## config.mk

```make
export PLATFORM = sky130hd
export DESIGN_NAME = lru_order_tracker
export DESIGN_NICKNAME = d
export VERILOG_FILES = /design/src/rtl/lru_pkg.sv /design/src/rtl/lru_order_tracker.sv
export SDC_FILE = /design/constraint.sdc
export NUM_CORES = 1
export LEC_CHECK = 0
export ABC_AREA = 1
export BUFFER_PORTS_ARGS = -buffer_cell sky130_fd_sc_hd__buf_2
export CORE_MARGIN = 2
export CORE_UTILIZATION = 55
export CTS_BUF_LIST = sky130_fd_sc_hd__clkbuf_4
export DETAILED_ROUTE_END_ITERATION = 6
export PLACE_DENSITY = 0.72
export REMOVE_ABC_BUFFERS = 1
export SKIP_CTS_REPAIR_TIMING = 1
export SLEW_MARGIN = 20
export SYNTH_ARGS = -nofsm -noshare
export SYNTH_HDL_FRONTEND = slang
export SYNTH_SLANG_ARGS = --single-unit
```

## constraint.sdc

```tcl
create_clock -name clock -period 19.8 [get_ports clock]
set_input_delay 4.95 -clock clock [delete_from_list [all_inputs] [get_ports clock]]
set_output_delay 4.95 -clock clock [all_outputs]
set_load 0.01 [all_outputs]
```

## src/rtl/lru_pkg.sv

```systemverilog
`default_nettype none

package lru_pkg;

   // Number of entries the recency stack can hold, and the width of a tag.
   localparam int Ways    = 8;
   localparam int TagBits = 20;

   // Widths: CountW is derived from Ways; WayW and OccW are fixed.
   localparam int CountW = $clog2(Ways + 1);
   localparam int WayW   = 3;
   localparam int OccW   = 4;

   typedef enum logic [1:0] {
      ACT_TOUCH  = 2'd0,
      ACT_INSERT = 2'd1,
      ACT_EVICT  = 2'd2,
      ACT_FIND   = 2'd3
   } action_type;

   typedef enum logic [1:0] {
      ST_OK    = 2'd0,
      ST_EMPTY = 2'd1,
      ST_FULL  = 2'd2,
      ST_MISS  = 2'd3
   } status_type;

   typedef struct packed {
      action_type         action;
      logic [TagBits-1:0] line_tag;
      logic [WayW-1:0]    line_way;
      logic               line_valid;
   } req_type;

   typedef struct packed {
      logic               found;
      logic [TagBits-1:0] out_tag;
      logic [WayW-1:0]    out_way;
      logic               out_valid;
      status_type         status;
      logic [OccW-1:0]    occupancy;
   } rsp_type;

   // One line held in the recency stack.
   typedef struct packed {
      logic [TagBits-1:0] tag;
      logic               valid;
      logic [WayW-1:0]    way;
   } entry_type;

   localparam int EntryW = $bits(entry_type);

endpackage

`default_nettype wire

```

## src/rtl/lru_order_tracker.sv

```systemverilog
`default_nettype none

// True-LRU replacement stack for one cache set of up to Ways lines.
//
// Requests arrive on the req_ channel (req_valid, req_stall, req_data) and each
// one produces exactly one response on the rsp_ channel (rsp_valid, rsp_stall,
// rsp_data). A request is taken at a rising edge with valid high and stall low.
// A request may touch a line by tag (move it to the MRU end), insert a new
// line at MRU, evict the LRU line, or find a line by its way number.
//
// A request that is taken lands in the input register; its response is then
// registered in the response register.
// Throughput: one request per cycle while the receiver does not hold rsp_stall.
// All entries are compared in parallel and the stack is shifted in the same
// pass; the stack update of one request is in place before the next one is
// evaluated.
//
// Reset clears the entry count, so the stack starts empty; the contents of the
// stack itself are not cleared. When the receiver holds rsp_stall, the response
// register keeps its value and the pending request waits in the input register;
// req_stall rises once that register is occupied and cannot drain.
module lru_order_tracker
   import lru_pkg::*;
(
   input  wire logic    clock,
   input  wire logic    reset,
   input  wire logic    req_valid,
   output logic         req_stall,
   input  wire req_type req_data,
   output logic         rsp_valid,
   input  wire logic    rsp_stall,
   output rsp_type      rsp_data
);

   // Input register and response register.
   req_type req_ff;
   logic    req_valid_ff;
   logic    req_valid_in;
   rsp_type rsp_ff;
   rsp_type rsp_in;
   logic    rsp_valid_ff;
   logic    rsp_valid_in;

   // Recency stack: position 0 is MRU, position count-1 is LRU.
   entry_type         stack_ff [Ways];
   entry_type         stack_in [Ways];
   logic [CountW-1:0] count_ff;
   logic [CountW-1:0] count_in;

   logic [Ways-1:0]   match;
   logic [Ways-1:0]   hit;
   logic [Ways-1:0]   shift_mask;
   logic [Ways-1:0]   lru_sel;
   logic [EntryW-1:0] hit_bits;
   logic [EntryW-1:0] lru_bits;
   entry_type         hit_entry;
   entry_type         lru_entry;
   entry_type         new_entry;
   logic              seen;
   logic              advance;

   // The request in the input register moves on whenever the response
   // register is free or is being emptied in this cycle.
   assign advance      = req_valid_ff && (!rsp_valid_ff || !rsp_stall);
   assign req_stall    = req_valid_ff && !advance;
   assign req_valid_in = (req_valid && !req_stall) || (req_valid_ff && !advance);
   assign rsp_valid_in = advance || (rsp_valid_ff && rsp_stall);

   assign rsp_valid = rsp_valid_ff;
   assign rsp_data  = rsp_ff;

   assign new_entry.tag   = req_ff.line_tag;
   assign new_entry.valid = req_ff.line_valid;
   assign new_entry.way   = req_ff.line_way;

   // Compare every occupied position at once. A touch needs a valid line with
   // the same tag; a find only compares the way number.
   always_comb begin
      for (int i = 0; i < Ways; i++) begin
         if (req_ff.action == ACT_TOUCH) begin
            match[i] = (CountW'(i) < count_ff) && stack_ff[i].valid
                       && (stack_ff[i].tag == req_ff.line_tag);
         end else begin
            match[i] = (CountW'(i) < count_ff) && (stack_ff[i].way == req_ff.line_way);
         end
      end
   end

   // Keep only the match nearest to MRU. The shift mask marks the positions
   // from MRU down to the hit, which are the ones that move when a touched
   // line goes to the front.
   always_comb begin
      seen = 1'b0;
      for (int i = 0; i < Ways; i++) begin
         hit[i]        = match[i] && !seen;
         shift_mask[i] = !seen;
         seen          = seen || match[i];
      end
   end

   // One-hot selection of the hit line and of the LRU line.
   always_comb begin
      hit_bits = '0;
      lru_bits = '0;
      for (int i = 0; i < Ways; i++) begin
         lru_sel[i] = (CountW'(i + 1) == count_ff);
         hit_bits   = hit_bits | (stack_ff[i] & {EntryW{hit[i]}});
         lru_bits   = lru_bits | (stack_ff[i] & {EntryW{lru_sel[i]}});
      end
      hit_entry = entry_type'(hit_bits);
      lru_entry = entry_type'(lru_bits);
   end

   // Next stack, next count and the response for the request in the input
   // register.
   always_comb begin
      stack_in         = stack_ff;
      count_in         = count_ff;
      rsp_in.found     = 1'b0;
      rsp_in.out_tag   = '0;
      rsp_in.out_way   = '0;
      rsp_in.out_valid = 1'b0;
      rsp_in.status    = ST_OK;
      unique case (req_ff.action)
         ACT_INSERT: begin
            if (count_ff == CountW'(Ways)) begin
               // A full stack ignores the insert.
               rsp_in.status = ST_FULL;
            end else begin
               for (int i = 1; i < Ways; i++) begin
                  stack_in[i] = stack_ff[i-1];
               end
               stack_in[0]      = new_entry;
               count_in         = count_ff + CountW'(1);
               rsp_in.found     = 1'b1;
               rsp_in.out_tag   = new_entry.tag;
               rsp_in.out_way   = new_entry.way;
               rsp_in.out_valid = new_entry.valid;
            end
         end
         ACT_EVICT: begin
            if (count_ff == '0) begin
               rsp_in.status = ST_EMPTY;
            end else begin
               count_in         = count_ff - CountW'(1);
               rsp_in.found     = 1'b1;
               rsp_in.out_tag   = lru_entry.tag;
               rsp_in.out_way   = lru_entry.way;
               rsp_in.out_valid = lru_entry.valid;
            end
         end
         ACT_TOUCH: begin
            if (count_ff == '0) begin
               rsp_in.status = ST_EMPTY;
            end else if (|match) begin
               // Lines above the hit slide down one place and the hit goes to
               // MRU. Touching the MRU line leaves the order as it is.
               for (int i = 1; i < Ways; i++) begin
                  if (shift_mask[i]) begin
                     stack_in[i] = stack_ff[i-1];
                  end
               end
               stack_in[0]      = hit_entry;
               rsp_in.found     = 1'b1;
               rsp_in.out_tag   = hit_entry.tag;
               rsp_in.out_way   = hit_entry.way;
               rsp_in.out_valid = hit_entry.valid;
            end else begin
               rsp_in.status = ST_MISS;
            end
         end
         ACT_FIND: begin
            if (count_ff == '0) begin
               rsp_in.status = ST_EMPTY;
            end else if (|match) begin
               rsp_in.found     = 1'b1;
               rsp_in.out_tag   = hit_entry.tag;
               rsp_in.out_way   = hit_entry.way;
               rsp_in.out_valid = hit_entry.valid;
            end else begin
               rsp_in.status = ST_MISS;
            end
         end
         default: begin
            rsp_in.status = ST_OK;
         end
      endcase
      rsp_in.occupancy = OccW'(count_in);
   end

   // Control state.
   always_ff @(posedge clock) begin
      if (reset) begin
         req_valid_ff <= 1'b0;
         rsp_valid_ff <= 1'b0;
         count_ff     <= '0;
      end else begin
         req_valid_ff <= req_valid_in;
         rsp_valid_ff <= rsp_valid_in;
         if (advance) begin
            count_ff <= count_in;
         end
      end
   end

   // Payload registers and the stack contents need no reset.
   always_ff @(posedge clock) begin
      if (req_valid && !req_stall) begin
         req_ff <= req_data;
      end
      if (advance) begin
         rsp_ff   <= rsp_in;
         stack_ff <= stack_in;
      end
   end

   // The stack never holds more lines than it has positions.
   assert property (@(posedge clock) disable iff (reset)
      count_ff <= CountW'(Ways))
      else $error("entry count exceeds stack depth");

   // A pending response always reports the current entry count.
   assert property (@(posedge clock) disable iff (reset)
      rsp_valid_ff |-> (rsp_ff.occupancy == OccW'(count_ff)))
      else $error("response occupancy differs from entry count");

   // A response that matched nothing carries zero line fields and a failure code.
   assert property (@(posedge clock) disable iff (reset)
      (rsp_valid_ff && !rsp_ff.found) |->
         (rsp_ff.out_tag == '0 && rsp_ff.out_way == '0 && !rsp_ff.out_valid
          && rsp_ff.status != ST_OK))
      else $error("miss response carries line data or ok status");

   // A successful insert grows the stack by one line.
   assert property (@(posedge clock) disable iff (reset)
      (advance && req_ff.action == ACT_INSERT && count_ff != CountW'(Ways)) |=>
         (count_ff == $past(count_ff) + CountW'(1)))
      else $error("insert did not grow the stack");

   // The entry count only changes when a request is evaluated.
   assert property (@(posedge clock) disable iff (reset)
      !advance |=> $stable(count_ff))
      else $error("entry count changed without a request");

endmodule

`default_nettype wire
```

# After elaboration in Yosys (flattened, before gate mapping)
# Index checks and enable logic that the tools add are counted.
[totals]
register_bits = 255
latch_bits = 0
mem_bits_rw = 0
mem_bits_ro = 0
in_bits = 30
output_inout_bits = 33
mem_count = 0
[op_classes]
addsub = 2
mul = 0
div_mod_pow = 0
order_cmp = 8
n_eq_ne = 38
shifts = 0
muxes = 31
n_bitwise = 30
n_reduce_logical = 68
[op_table]
columns = ["cell", "count"]
rows = [
  ["two-way mux 192 bit", 3],
  ["bitwise AND 24 bit", 16],
  ["one-hot mux 192 bit (2 select lines)", 1],
  ["OR 24 bit", 14],
  ["two-way mux 24 bit", 7],
  ["== test 20 bit", 8],
  ["two-way mux 25 bit", 4],
  ["one-hot mux 27 bit (3 select lines)", 1],
  ["AND reduction 6 bit", 7],
  ["logical AND 1 bit", 35],
  ["== test 3 bit", 8],
  ["inequality test 2 bit, second input constant", 9],
  ["== test 3 x 4 -> 1 bit, first input constant", 4],
  ["< comparator 3 x 4 -> 1 bit, first input constant", 4],
  ["zero test 1 bit", 11],
  ["logical OR 1 bit", 9],
  ["two-way mux 1 bit", 9],
  ["== test 2 x 4 -> 1 bit, first input constant", 2],
  ["< comparator 1 x 4 -> 1 bit, first input constant", 2],
  ["< comparator 2 x 4 -> 1 bit, first input constant", 2],
  ["two-way mux 4 bit", 2],
  ["one-hot mux 4 bit (2 select lines)", 1],
  ["OR reduction 8 bit", 1],
  ["two-way mux 2 bit", 3],
  ["13 further kinds", 14],
]

# Depth between registers and ports, before layout
[logic_depth]
word_depth = 17
mapped_depth = 23

# Worst setup path after synthesis
# OpenSTA, ideal clock, no wires.
[synth_path]
path_type = "input port to output port"
start = "input port rsp_stall"
end = "output port req_stall"
arrival_time_ns = 5.226
setup_slack_ns = 9.624
stages = 2
path_buffers = 0
cell_sequence = "nand2_1 -> nor2_1"
[synth_via]
elab_chain_len = 5
[synth_lines]
columns = ["element", "line_no", "rtl"]
rows = [
  ["start: declaration", "lru_order_tracker.sv:31", "input wire logic rsp_stall,"],
  ["zero test 1 bit", "lru_order_tracker.sv:64", "assign advance = req_valid_ff && (!rsp_valid_ff || !rsp_stall);"],
  ["logical OR 1 bit", "lru_order_tracker.sv:64", ""],
  ["logical AND 1 bit", "lru_order_tracker.sv:64", ""],
  ["zero test 1 bit", "lru_order_tracker.sv:65", "assign req_stall = req_valid_ff && !advance;"],
  ["logical AND 1 bit", "lru_order_tracker.sv:65", ""],
  ["end: declaration", "lru_order_tracker.sv:28", "output logic req_stall,"],
]
# No other way between the ends.

# Worst setup path in the final report
# Same ends and word-level chain as after synthesis.

==> flow_summary.json <==
{
  "status": "finished, final reports clean",
  "synth_top_area_cell": "edfxtp_1",
  "cts_tree": "done",
  "syn-cell-area_um2": 15100,
  "reg2reg_from": "req_ff[24]",
  "syn_avg_cell_area_um2": 8.07,
  "clock_path_buffers": 3,
  "slew_headroom_pct": 17.0,
  "ios": 63,
  "drtIter0Drc": 2353,
  "drv_cap": 0,
  "synthTopCellsByCount": "610 x nand2_1, 249 x edfxtp_1, 206 x nor2_1, 185 x inv_1, 132 x nand3_1",
  "die_w_um": 169,
  "dr.pass1.iters": 6,
  "clk-insertion-delay-late_ns": 0.71,
  "dpl.cell_count": 2197,
  "synth_warnings": 0,
  "routed_wl_um": 57700,
  "grt_pass1_wl_um": 84900,
  "synth_edf_count": 249,
  "initial_core_util_pct": 56.0,
  "period_minus_slack_ns": 10.36,
  "place.gp.congestion": 1.04,
  "grt_setup_unrepaired": "no",
  "combPwrFrac_pct": 13.2,
  "die_h_um": 169,
  "power.internal_mw": 0.924,
  "switchingPower_mw": 0.390,
  "hold_violations": 0,
  "final.setup.tns_ns": 0,
  "synth_top_area_share_pct": 49.7,
  "p_seq_share_pct": 48.7,
  "arrival_ns": 5.41,
  "cts.htree.levels": 3,
  "n_fill_cell": 2430,
  "drive_gt1_share_pct": 12.6,
  "cp-start-kind": "input pin",
  "routed_via_density": 6.26,
  "grt-ovfl-total": 0,
  "synthFlopType": "edfxtp_1",
  "ys_seq_area_share_pct": 50.5,
  "clock_power_share_pct": 38.2,
  "die_area_um2": 28700,
  "std_cell_rows": 60,
  "synthArstFlopShare_pct": 0,
  "p_leak_nw": 7.15,
  "yosysMostFrequentCell": "nand2_1",
  "peakVddDrop_v": 0.0000395,
  "antenna_found_initial": 2,
  "synthTopCellsByArea": "edfxtp_1 50%, nand2_1 15%, nor2_1 5.1%",
  "area_delta_synth_final_pct": 9.44,
  "detail-route-antenna-nets": 0,
  "hp-start": "stack_ff[74]",
  "holdWs_ns": 0.441,
  "grt_pass1_vias": 13900,
  "worst-endpoint-required_ns": 14.85,
  "max_freq_mhz": 96.5,
  "period_share_pct": 52.3,
  "drc": 0,
  "grt_start_max_net_pins": 75,
  "p_sw_share_pct": 29.7,
  "crit_fanout": 4,
  "skew_ns": 0.0559,
  "cts_buffers": 73,
  "critPathKind": "in2out",
  "crit_path_end_kind": "output pin",
  "hp-class": "reg2reg",
  "tightest_slew_ns": 1.24,
  "synthCells": 1865,
  "synth.distinct_cells": 47,
  "crit_path_start": "rsp_stall",
  "coreArea_um2": 26900,
  "clk_pin_slew_ns": 0.07,
  "final_cells": 2324,
  "ys_ff_latch": 255,
  "io_buffers": 62,
  "grt_usage_pct": 40.5,
  "finalMaxSlewViolations": 0,
  "final_nets": 1970,
  "wire_per_inst_um": 24.8,
  "dp_hpwl_um": 36800,
  "root_buffer": "clkbuf_4",
  "num_vias": 14500,
  "cts_sinks": 255,
  "power.density_nw_per_um2": 79.8,
  "setup_violations": 0
}
-- kinds of logic after synthesis --
logic type      after synthesis  share of synthesized area (%)
buf+inv                     295                           8.37
flops                       255                           50.5
compound gates              225                           9.15
fa+ha+maj                     8                          0.665
xor+xnor                     45                           2.62
simple gates               1037                           28.7
-- path summary, 6_finish.rpt --
path | endpoint | slack [ns] | cells after the start
hold reg to reg | stack_ff[50] | 0.44 | 0
hold / removal | stack_ff[50] | 0.44 | 0
setup reg to reg | stack_ff[147] | 14.38 | 20
setup / recovery | req_stall | 9.44 | 4
-- registers in the layout, indices dropped and copies added, names as in the netlist --
signal / count
req_ff: 2
count_ff: 4
new_entry: 24
rsp_valid: 1
req_valid_ff: 1
stack_ff: 192
rsp_data: 31
-- power by group through the flow --
stage	registers [mW]	logic (mW)	clock network, mW
2_1_floorplan	0.644	0.0971	0
3_3_place_gp	0.649	0.162	0
3_5_place_dp	0.650	0.165	0
4_1_cts	0.638	0.165	0.505
5_1_grt	0.641	0.185	0.530
6_report	0.640	0.173	0.502
-- layer usage --
metal	track usage [%]	up-vias	share of wire, %
met2	58.4	1232	42
met4	24.7	2	6.7
met1	52.7	6650	36
met3	13.5	256	16
met5	2.26	-	0.16
li1	-	6403	-
-- cells in the final DEF (no fill, tap or decap), drive strengths merged, types with 2 or more instances in the layout --
cell     Yosys  layout
nand4       60      60
ha           8       8
inv        200     202
a31oi        2       2
o221ai       4       4
dfxtp        6       6
nor2       213     213
edfxtp     249     249
a22o         3       3
xnor2       32      32
o22ai       29      29
buf         66      84
o2111ai     26      26
nand3      135     135
xor2        13      13
or2          5       5
clkbuf      26     109
nand3b       2       2
a21oi       40      40
a221oi       6       6
o31ai        6       6
nand2      615     615
nor3         7       7
o21ai       95      95
a211oi       3       3
clkinv       3      16
o211ai       6       6
-- worst max-delay path: stages --
cell	delay (ns)
buf_2	0.07
nand2_1	0.09
nor2_1	0.15
buf_2	0.15
-- final cells by class --
class | instances | area [um2] | share of cell area, %
inverter | 203 | 762 | 4.63
clock buffer | 109 | 818 | 4.97
timing repair buffer | 84 | 495 | 3.01
antenna | 1 | 2.50 | 0.0152
multi-input combinational | 1315 | 6280 | 38.1
tap | 341 | 427 | 2.59
clock inverter | 16 | 88.8 | 0.539
sequential | 255 | 7600 | 46.1
-- metrics by stage --
| stage | worst slack [ns] | utilization [%] | power (mW) | instance area (um2) |
|---|---|---|---|---|
| finish | 9.44 | 61.3 | 1.31 | 16500 |
| global route | 9.39 | 61.3 | 1.36 | 16500 |
| CTS | 9.43 | 61.2 | 1.31 | 16400 |
| detailed placement | 9.43 | 57.8 | 0.814 | 15500 |
| global placement | 9.46 | 57.8 | 0.811 | 15500 |
| floorplan | 9.62 | - | 0.741 | 14600 |
Note: power is estimated with default switching activity, not from simulation.
